### config.mk
export PLATFORM = sky130hd
export DESIGN_NAME = terminal_escape_sequence_decoder_core
export DESIGN_NICKNAME = d
export VERILOG_FILES = /design/src/hdl/tesd_pkg.sv /design/src/hdl/tesd_parser.sv /design/src/hdl/terminal_escape_sequence_decoder_core.sv
export SDC_FILE = /design/constraint.sdc
export NUM_CORES = 1
export LEC_CHECK = 0
export BUFFER_PORTS_ARGS = -buffer_cell sky130_fd_sc_hd__buf_2
export CAP_MARGIN = 20
export CORE_MARGIN = 2
export CORE_UTILIZATION = 60
export CTS_CLUSTER_SIZE = 12
export DETAILED_ROUTE_END_ITERATION = 10
export PLACE_DENSITY = 0.87
export SYNTH_ARGS = -nofsm -noshare
export SYNTH_HDL_FRONTEND = slang
export SYNTH_SLANG_ARGS = --single-unit
### constraint.sdc
create_clock -name clk -period 7.85 [get_ports clk]
set_input_delay 0.3925 -clock clk [delete_from_list [all_inputs] [get_ports clk]]
set_output_delay 0.3925 -clock clk [all_outputs]
set_load 0.02 [all_outputs]
### src/hdl/tesd_pkg.sv
package tesd_pkg;

  // sequence phase after ESC
  typedef enum logic [2:0] {
    PH_IDLE,
    PH_CSI,
    PH_SS3,
    PH_MACT,
    PH_MCOL,
    PH_MROW
  } phase_t;

  // event kinds
  localparam logic [1:0] EV_NONE  = 2'd0;
  localparam logic [1:0] EV_KEY   = 2'd1;
  localparam logic [1:0] EV_MOUSE = 2'd2;

  // key codes
  localparam logic [4:0] KEY_CHAR   = 5'd0;
  localparam logic [4:0] KEY_UP     = 5'd1;
  localparam logic [4:0] KEY_DOWN   = 5'd2;
  localparam logic [4:0] KEY_RIGHT  = 5'd3;
  localparam logic [4:0] KEY_LEFT   = 5'd4;
  localparam logic [4:0] KEY_HOME   = 5'd5;
  localparam logic [4:0] KEY_END    = 5'd6;
  localparam logic [4:0] KEY_INSERT = 5'd7;
  localparam logic [4:0] KEY_DELETE = 5'd8;
  localparam logic [4:0] KEY_PGUP   = 5'd9;
  localparam logic [4:0] KEY_PGDN   = 5'd10;
  localparam logic [4:0] KEY_F1     = 5'd11;
  localparam logic [4:0] KEY_F2     = 5'd12;
  localparam logic [4:0] KEY_F3     = 5'd13;
  localparam logic [4:0] KEY_F4     = 5'd14;
  localparam logic [4:0] KEY_F5     = 5'd15;
  localparam logic [4:0] KEY_F6     = 5'd16;
  localparam logic [4:0] KEY_F7     = 5'd17;
  localparam logic [4:0] KEY_F8     = 5'd18;
  localparam logic [4:0] KEY_F9     = 5'd19;
  localparam logic [4:0] KEY_F10    = 5'd20;
  localparam logic [4:0] KEY_F11    = 5'd21;
  localparam logic [4:0] KEY_F12    = 5'd22;

  // mouse buttons
  localparam logic [2:0] BTN_SCROLL_UP = 3'd4;
  localparam logic [2:0] BTN_SCROLL_DN = 3'd5;
  localparam logic [2:0] BTN_MOVE      = 3'd6;

  // byte values
  localparam logic [7:0] CH_CSI      = 8'h5B;  // '['
  localparam logic [7:0] CH_SS3      = 8'h4F;  // 'O'
  localparam logic [7:0] CH_TILDE    = 8'h7E;
  localparam logic [7:0] CH_SEMI     = 8'h3B;
  localparam logic [7:0] CH_MOUSE    = 8'h4D;  // 'M'
  localparam logic [7:0] CH_HOME     = 8'h48;  // 'H'
  localparam logic [7:0] CH_END      = 8'h46;  // 'F'
  localparam logic [7:0] CH_ARROW_UP = 8'h41;  // 'A'
  localparam logic [7:0] CH_ARROW_DN = 8'h42;
  localparam logic [7:0] CH_ARROW_RT = 8'h43;
  localparam logic [7:0] CH_ARROW_LT = 8'h44;
  localparam logic [7:0] CH_SS3_P    = 8'h50;
  localparam logic [7:0] CH_SS3_Q    = 8'h51;
  localparam logic [7:0] CH_SS3_R    = 8'h52;
  localparam logic [7:0] CH_SS3_S    = 8'h53;
  localparam logic [7:0] CH_D0       = 8'h30;
  localparam logic [7:0] CH_D1       = 8'h31;
  localparam logic [7:0] CH_D2       = 8'h32;
  localparam logic [7:0] CH_D3       = 8'h33;
  localparam logic [7:0] CH_D4       = 8'h34;
  localparam logic [7:0] CH_D5       = 8'h35;
  localparam logic [7:0] CH_D6       = 8'h36;
  localparam logic [7:0] CH_D7       = 8'h37;
  localparam logic [7:0] CH_D8       = 8'h38;
  localparam logic [7:0] CH_D9       = 8'h39;
  localparam logic [7:0] FINAL_LO    = 8'h40;
  localparam logic [7:0] FINAL_HI    = 8'h7E;
  localparam logic [7:0] CTRL_OFS    = 8'h60;
  localparam logic [7:0] CTRL_A_LO   = 8'h01;
  localparam logic [7:0] CTRL_A_HI   = 8'h0C;
  localparam logic [7:0] CTRL_B_LO   = 8'h0E;
  localparam logic [7:0] CTRL_B_HI   = 8'h1A;

  typedef struct packed {
    logic [1:0] event_kind;
    logic [4:0] key_code;
    logic [7:0] codepoint;
    logic       mod_shift;
    logic       mod_alt;
    logic       mod_ctrl;
    logic [2:0] mouse_button;
    logic [7:0] mouse_col;
    logic [7:0] mouse_row;
  } result_t;

  function automatic result_t key_result(logic [4:0] code, logic [7:0] cp,
                                         logic sh, logic al, logic ct);
    result_t r;
    r              = '0;
    r.event_kind   = EV_KEY;
    r.key_code     = code;
    r.codepoint    = cp;
    r.mod_shift    = sh;
    r.mod_alt      = al;
    r.mod_ctrl     = ct;
    return r;
  endfunction

  // 0 when not an arrow final
  function automatic logic [4:0] arrow_code(logic [7:0] b);
    logic [4:0] c;
    case (b)
      CH_ARROW_UP: c = KEY_UP;
      CH_ARROW_DN: c = KEY_DOWN;
      CH_ARROW_RT: c = KEY_RIGHT;
      CH_ARROW_LT: c = KEY_LEFT;
      default:     c = KEY_CHAR;
    endcase
    return c;
  endfunction

endpackage

### src/hdl/tesd_parser.sv
module tesd_parser #(
  parameter int MAX_SEQ = 32
) (
  input  logic              clk,
  input  logic              rst_n,
  input  logic              take,
  input  logic              seq_start,
  input  logic [7:0]        data_byte,
  output logic              emit,
  output tesd_pkg::result_t res
);
  import tesd_pkg::*;

  localparam int CNT_W = $clog2(MAX_SEQ + 1);

  phase_t           phase_r, phase_nxt;
  logic [CNT_W-1:0] cnt_r, cnt_nxt;
  logic [7:0]       head_r [4];
  logic [7:0]       head_nxt [4];
  logic [7:0]       act_r, act_nxt;
  logic [7:0]       col_r, col_nxt;

  logic [CNT_W-1:0] len;
  logic             csi_end;
  logic             csi_hit;
  logic             csi_mouse;
  logic [4:0]       csi_key;
  logic [2:0]       csi_mods;
  logic [4:0]       arr_fin;
  logic [4:0]       arr_mod;
  logic             ctrl_rng;
  logic [2:0]       btn;

  // csi decode on the sequence as it stands after this byte
  always_comb begin
    len = cnt_r + CNT_W'(1);
    for (int i = 0; i < 4; i++) begin
      head_nxt[i] = (cnt_r == CNT_W'(i)) ? data_byte : head_r[i];
    end
    csi_end  = (data_byte >= FINAL_LO && data_byte <= FINAL_HI) ||
               (len >= CNT_W'(MAX_SEQ));
    arr_fin  = arrow_code(data_byte);
    arr_mod  = arrow_code(head_nxt[3]);
    csi_hit  = 1'b0;
    csi_key  = KEY_CHAR;
    csi_mods = 3'b000;
    if (len == CNT_W'(1) && arr_fin != KEY_CHAR) begin
      csi_hit = 1'b1;
      csi_key = arr_fin;
    end else if (len == CNT_W'(1) && data_byte == CH_HOME) begin
      csi_hit = 1'b1;
      csi_key = KEY_HOME;
    end else if (len == CNT_W'(1) && data_byte == CH_END) begin
      csi_hit = 1'b1;
      csi_key = KEY_END;
    end else if (data_byte == CH_TILDE && len == CNT_W'(2)) begin
      csi_hit = 1'b1;
      case (head_nxt[0])
        CH_D1:   csi_key = KEY_HOME;
        CH_D2:   csi_key = KEY_INSERT;
        CH_D3:   csi_key = KEY_DELETE;
        CH_D4:   csi_key = KEY_END;
        CH_D5:   csi_key = KEY_PGUP;
        CH_D6:   csi_key = KEY_PGDN;
        default: csi_hit = 1'b0;
      endcase
    end else if (data_byte == CH_TILDE && len == CNT_W'(3) && head_nxt[0] == CH_D1) begin
      csi_hit = 1'b1;
      case (head_nxt[1])
        CH_D1:   csi_key = KEY_F1;
        CH_D2:   csi_key = KEY_F2;
        CH_D3:   csi_key = KEY_F3;
        CH_D4:   csi_key = KEY_F4;
        CH_D5:   csi_key = KEY_F5;
        CH_D7:   csi_key = KEY_F6;
        CH_D8:   csi_key = KEY_F7;
        CH_D9:   csi_key = KEY_F8;
        default: csi_hit = 1'b0;
      endcase
    end else if (data_byte == CH_TILDE && len == CNT_W'(3) && head_nxt[0] == CH_D2) begin
      csi_hit = 1'b1;
      case (head_nxt[1])
        CH_D0:   csi_key = KEY_F9;
        CH_D1:   csi_key = KEY_F10;
        CH_D3:   csi_key = KEY_F11;
        CH_D4:   csi_key = KEY_F12;
        default: csi_hit = 1'b0;
      endcase
    end
    // modified arrows: 1;<m><arrow>
    if (!csi_hit && len == CNT_W'(4) && head_nxt[0] == CH_D1 &&
        head_nxt[1] == CH_SEMI && arr_mod != KEY_CHAR) begin
      csi_key = arr_mod;
      csi_hit = 1'b1;
      case (head_nxt[2])
        CH_D2:   csi_mods = 3'b100;
        CH_D3:   csi_mods = 3'b010;
        CH_D5:   csi_mods = 3'b001;
        default: csi_hit  = 1'b0;
      endcase
    end
    csi_mouse = !csi_hit && data_byte == CH_MOUSE;
  end

  assign ctrl_rng = (data_byte >= CTRL_A_LO && data_byte <= CTRL_A_HI) ||
                    (data_byte >= CTRL_B_LO && data_byte <= CTRL_B_HI);

  always_comb begin
    btn = {1'b0, act_r[1:0]};
    if (act_r[6]) begin
      case (act_r[1:0])
        2'd0:    btn = BTN_SCROLL_UP;
        2'd1:    btn = BTN_SCROLL_DN;
        default: btn = BTN_MOVE;
      endcase
    end
  end

  // next state
  always_comb begin
    phase_nxt = phase_r;
    cnt_nxt   = cnt_r;
    act_nxt   = act_r;
    col_nxt   = col_r;
    if (take) begin
      if (seq_start) begin
        phase_nxt = PH_IDLE;
        if (data_byte == CH_CSI) begin
          phase_nxt = PH_CSI;
          cnt_nxt   = '0;
        end else if (data_byte == CH_SS3) begin
          phase_nxt = PH_SS3;
        end
      end else begin
        case (phase_r)
          PH_CSI: begin
            cnt_nxt = len;
            if (csi_end) begin
              phase_nxt = csi_mouse ? PH_MACT : PH_IDLE;
            end
          end
          PH_MACT: begin
            act_nxt   = data_byte;
            phase_nxt = PH_MCOL;
          end
          PH_MCOL: begin
            col_nxt   = data_byte;
            phase_nxt = PH_MROW;
          end
          default: phase_nxt = PH_IDLE;
        endcase
      end
    end
  end

  // result
  always_comb begin
    emit = 1'b0;
    res  = '0;
    if (take) begin
      if (seq_start) begin
        if (data_byte != CH_CSI && data_byte != CH_SS3) begin
          emit = 1'b1;
          if (ctrl_rng) begin
            res = key_result(KEY_CHAR, data_byte + CTRL_OFS, 1'b0, 1'b1, 1'b1);
          end else begin
            res = key_result(KEY_CHAR, data_byte, 1'b0, 1'b1, 1'b0);
          end
        end
      end else begin
        case (phase_r)
          PH_CSI: begin
            if (csi_end && !csi_mouse) begin
              emit = 1'b1;
              if (csi_hit) begin
                res = key_result(csi_key, 8'h00, csi_mods[2], csi_mods[1], csi_mods[0]);
              end
            end
          end
          PH_SS3: begin
            emit = 1'b1;
            case (data_byte)
              CH_SS3_P: res = key_result(KEY_F1, 8'h00, 1'b0, 1'b0, 1'b0);
              CH_SS3_Q: res = key_result(KEY_F2, 8'h00, 1'b0, 1'b0, 1'b0);
              CH_SS3_R: res = key_result(KEY_F3, 8'h00, 1'b0, 1'b0, 1'b0);
              CH_SS3_S: res = key_result(KEY_F4, 8'h00, 1'b0, 1'b0, 1'b0);
              CH_HOME:  res = key_result(KEY_HOME, 8'h00, 1'b0, 1'b0, 1'b0);
              CH_END:   res = key_result(KEY_END, 8'h00, 1'b0, 1'b0, 1'b0);
              default:  res = '0;
            endcase
          end
          PH_MROW: begin
            emit             = 1'b1;
            res.event_kind   = EV_MOUSE;
            res.mod_shift    = act_r[2];
            res.mod_alt      = act_r[3];
            res.mod_ctrl     = act_r[4];
            res.mouse_button = btn;
            res.mouse_col    = col_r;
            res.mouse_row    = data_byte;
          end
          default: emit = 1'b0;
        endcase
      end
    end
  end

  always_ff @(posedge clk) begin
    if (!rst_n) begin
      phase_r <= PH_IDLE;
      cnt_r   <= '0;
      act_r   <= '0;
      col_r   <= '0;
    end else begin
      phase_r <= phase_nxt;
      cnt_r   <= cnt_nxt;
      act_r   <= act_nxt;
      col_r   <= col_nxt;
    end
  end

  // only the first four csi bytes are kept; no reset needed
  always_ff @(posedge clk) begin
    if (take && !seq_start && phase_r == PH_CSI && cnt_r < CNT_W'(4)) begin
      head_r <= head_nxt;
    end
  end

endmodule

### src/hdl/terminal_escape_sequence_decoder_core.sv
// channel | direction | ports
// in      | input     | in_valid, in_stall, in_seq_start, in_data_byte
// out     | output    | out_valid, out_stall, out_event_kind .. out_mouse_row
//
// one byte per cycle sustained while out_stall is low; a byte is registered in the
// input register, is decoded there and any event lands in the result register
// synchronous active-low reset clears the sequence phase and both valid flags
// a stalled result holds; the input register keeps taking bytes as long as it is
// empty or the result register is empty or being drained in the same cycle
module terminal_escape_sequence_decoder_core #(
  parameter int MAX_SEQ = 32  // csi length limit, 4..63
) (
  input  logic       clk,
  input  logic       rst_n,
  // input beats
  input  logic       in_valid,
  output logic       in_stall,
  input  logic       in_seq_start,
  input  logic [7:0] in_data_byte,
  // result beats
  output logic       out_valid,
  input  logic       out_stall,
  output logic [1:0] out_event_kind,
  output logic [4:0] out_key_code,
  output logic [7:0] out_codepoint,
  output logic       out_mod_shift,
  output logic       out_mod_alt,
  output logic       out_mod_ctrl,
  output logic [2:0] out_mouse_button,
  output logic [7:0] out_mouse_col,
  output logic [7:0] out_mouse_row
);
  import tesd_pkg::*;

  // input register
  logic       in_v_r, in_v_nxt;
  logic       start_r;
  logic [7:0] byte_r;

  // result register
  logic       out_v_r, out_v_nxt;
  result_t    res_r;

  logic       adv;      // input register may move on this cycle
  logic       take;     // byte in input register is decoded now
  logic       in_acc;   // new input beat
  logic       emit;
  result_t    res;

  // result register is free when empty or its beat leaves this cycle
  assign adv      = !out_v_r || !out_stall;
  assign take     = in_v_r && adv;
  assign in_stall = in_v_r && !adv;
  assign in_acc   = in_valid && !in_stall;

  tesd_parser #(
    .MAX_SEQ (MAX_SEQ)
  ) u_parser (
    .clk       (clk),
    .rst_n     (rst_n),
    .take      (take),
    .seq_start (start_r),
    .data_byte (byte_r),
    .emit      (emit),
    .res       (res)
  );

  always_comb begin
    in_v_nxt = in_v_r;
    if (in_acc) begin
      in_v_nxt = 1'b1;
    end else if (adv) begin
      in_v_nxt = 1'b0;
    end
  end

  always_comb begin
    out_v_nxt = out_v_r;
    if (take && emit) begin
      out_v_nxt = 1'b1;
    end else if (!out_stall) begin
      out_v_nxt = 1'b0;
    end
  end

  always_ff @(posedge clk) begin
    if (!rst_n) begin
      in_v_r  <= 1'b0;
      out_v_r <= 1'b0;
    end else begin
      in_v_r  <= in_v_nxt;
      out_v_r <= out_v_nxt;
    end
  end

  // payloads, no reset
  always_ff @(posedge clk) begin
    if (in_acc) begin
      start_r <= in_seq_start;
      byte_r  <= in_data_byte;
    end
    if (take && emit) begin
      res_r <= res;
    end
  end

  assign out_valid        = out_v_r;
  assign out_event_kind   = res_r.event_kind;
  assign out_key_code     = res_r.key_code;
  assign out_codepoint    = res_r.codepoint;
  assign out_mod_shift    = res_r.mod_shift;
  assign out_mod_alt      = res_r.mod_alt;
  assign out_mod_ctrl     = res_r.mod_ctrl;
  assign out_mouse_button = res_r.mouse_button;
  assign out_mouse_col    = res_r.mouse_col;
  assign out_mouse_row    = res_r.mouse_row;

endmodule
==> results.md <==
- H-tree level count: 3
- Vias: 4891
- Top Usage Layer GRT: met2
- Row count: 36
- Placed cells: 744
- Synth Warn #: 0
- Clock buffer count from CTS: 9
- Most common library cell in the layout ignoring fill and taps: edfxtp_1
- P_leak: 2.22 nW
- DRC Markers: 0
- Antenna cells: 0
- Initial antenna violation count: 0
- DR iter-0 viols: 385
- Post-synthesis async set-or-reset flop share: 0
- Clock Path Buffers: 2
- Drt pass-1 iters: 5
- Status: finished clean
- Layout Cells excl Fill: 761
- Crit share post-route: 0.467
- Final setup vio count: 0
- CTS Sinks: 103
- Register bit total from synthesis: 103
- GR met2 Demand/Resource: 0.478
- Crit Path Class: register to register
- Worst-Skew Late Latency: 0.39 ns
- Routed Wire Length: 15.6 mm
- All-Layer GR Usage: 0.299
- Met3 usage: 0.0664
- Hold WC Path Type: primary input to register
- TritonCTS clock tree: done
- Main synth FF type: edfxtp_1
- Final HPWL DP: 11.0 mm
- Met1 GRT Util: 0.391
- Worst vdd ir: 0.0000964 V
- Netlist cell types: 76
- Critical path arrival: 3.85 ns
- Vias/cell: 6.43
- Final ANT Viol Nets: 0
- CTS-repair resized insts: 0
- Layout area overhead: 8.77%
- Crit path required time: 8.04 ns
- Initial Util: 0.611
- Fin nets: 645
- Cells after Synth: 591
- Crit path time final: 3.66 ns
- Number of port buffers: 51
- Cts hold-fix bufs: 0
- Number of flops mapped to enable cells by yosys: 78
- Post-CTS Setup Bufs: 0
- Core ar.: 9640 µm²
- Worst Max-Slew Pin Slew: 1.02 ns
- Syn nets: 613
- Setup TNS: 0 ns
- Root buf cell: clkbuf_8
- Pwr dens: 156 nW/µm²
- Height of the die: 103 µm
- CP Max Fanout: 23
- Crit path launch type: register
- Largest net degree at the start of global routing: 39
- First-pass GRT wire length: 23.7 mm
- Unrepaired setup endpoints after global routing: false
- Fmax: 273 MHz
- Die Width: 103 µm
- Worst Skew: 0.0124 ns
- Max-Cap Viols: 0
- Avg Cell Area, Syn: 9.97 µm²
- Relative slew slack: 0.320
- Top-level port count: 52
- Final GP Congestion: 1.01
- Critical path capture point type: register
- Total grt overflow: 0
- CTS clk-pin slew, worst paths: 0.10 ns
- Netlist area before placement: 5890 µm²
- Final Hold Fails: 0
- Final Slew Violations: 0
- Layout cells sized above 1: 0.158
- Fraction of the yosys area taken by sequential cells: 0.483
- Routed len/inst: 20.4 µm
- Filler cells: 773
- Vias in the first global route: 4577
- Most frequent cells in the layout: 78 x edfxtp_1, 56 x nand2_1, 51 x buf_2
- Die area: 10600 µm²
-- synth_stat cells, types with 7 or more instances --
cell / count / area [µm²]
a211oi_1: 8 / 60.1
a21oi_1: 16 / 80.1
a31oi_1: 9 / 56.3
and2_1: 19 / 119
and3_1: 10 / 62.6
clkbuf_1: 25 / 93.8
dfxtp_1: 25 / 500
edfxtp_1: 78 / 2340
ha_1: 9 / 113
inv_1: 17 / 63.8
mux2_2: 12 / 135
mux2i_1: 22 / 220
nand2_1: 56 / 210
nand2b_1: 11 / 68.8
nand3_1: 10 / 50.1
nand3b_1: 9 / 67.6
nand4_1: 9 / 56.3
nor2_1: 34 / 128
nor2b_1: 20 / 125
nor3_1: 25 / 125
nor3b_1: 7 / 52.6
nor4_1: 7 / 43.8
o21ai_0: 41 / 205
-- layer usage --
metal	routed length, µm	up-vias
met5	0	-
met4	518	0
met3	1360	44
met2	7160	266
met1	6520	2298
li1	-	2283
-- where the power goes --
part / internal [mW] / switching (mW)
clock: 0.120 / 0.191
sequential: 0.595 / 0.0159
combinational: 0.0266 / 0.0527
total: 0.742 / 0.260
-- logic make-up after synthesis --
family / count (synthesis) / share of synthesized area
simple gates: 248 / 0.233
compound gates: 141 / 0.165
flops: 103 / 0.483
buf+inv: 53 / 0.0351
mux: 34 / 0.0603
fa+ha+maj: 9 / 0.0191
xor+xnor: 3 / 0.00446
-- per-stage QoR --
stage	cell area [µm²]	power [mW]	setup slack [ns]	hold slack [ns]	util
floorplan	5890	0.671	2.55	0.474	-
global placement	6210	0.697	3.98	0.492	0.644
detailed placement	6210	0.699	3.82	0.501	0.644
CTS	6390	0.999	3.81	0.170	0.663
global route	6410	1.03	4.04	0.167	0.665
finish	6410	1.00	4.19	0.174	0.665
-- worst max-delay path, stage by stage, from the launching register on --
cell and delay (ns):
edfxtp_1 0.75, or4b_2 0.84, a211oi_1 0.22, nor3b_1 0.70, a21boi_0 0.31, o21a_1 0.17
a21o_1 0.17, a211oi_1 0.29
-- cell type report --
class | count | area (µm²) | area share
clock buffers | 11 | 131 | 0.0205
clock inverters | 5 | 42.5 | 0.00664
inverters | 19 | 71.3 | 0.0111
multi-input cells | 435 | 2850 | 0.446
flip-flops and latches | 103 | 2840 | 0.444
well taps | 133 | 166 | 0.0260
repair buffers | 55 | 298 | 0.0465
-- worst paths after layout --
check,startpoint,endpoint,slack (ns),cells after the start
hold reg to reg,u_parser.col_r[7],u_parser.col_r[7],0.53,2
setup reg to reg,byte_r[4],out_key_code[4],4.19,7
hold / removal,in_data_byte[5],byte_r[5],0.17,1
setup / recovery,byte_r[4],out_key_code[4],4.19,7
-- sequential cells by signal (all words and copies together) (netlist names), 2 cells and up --
name              count
out_mouse_row         8
out_key_code          5
out_mouse_button      3
u_parser.col_r        8
u_parser.cnt_r        6
out_codepoint         8
out_mouse_col         8
u_parser.act_r        6
out_event_kind        2
u_parser.head_r      32
u_parser.phase_r      3
byte_r                8
(Power assumes the default switching activity.)
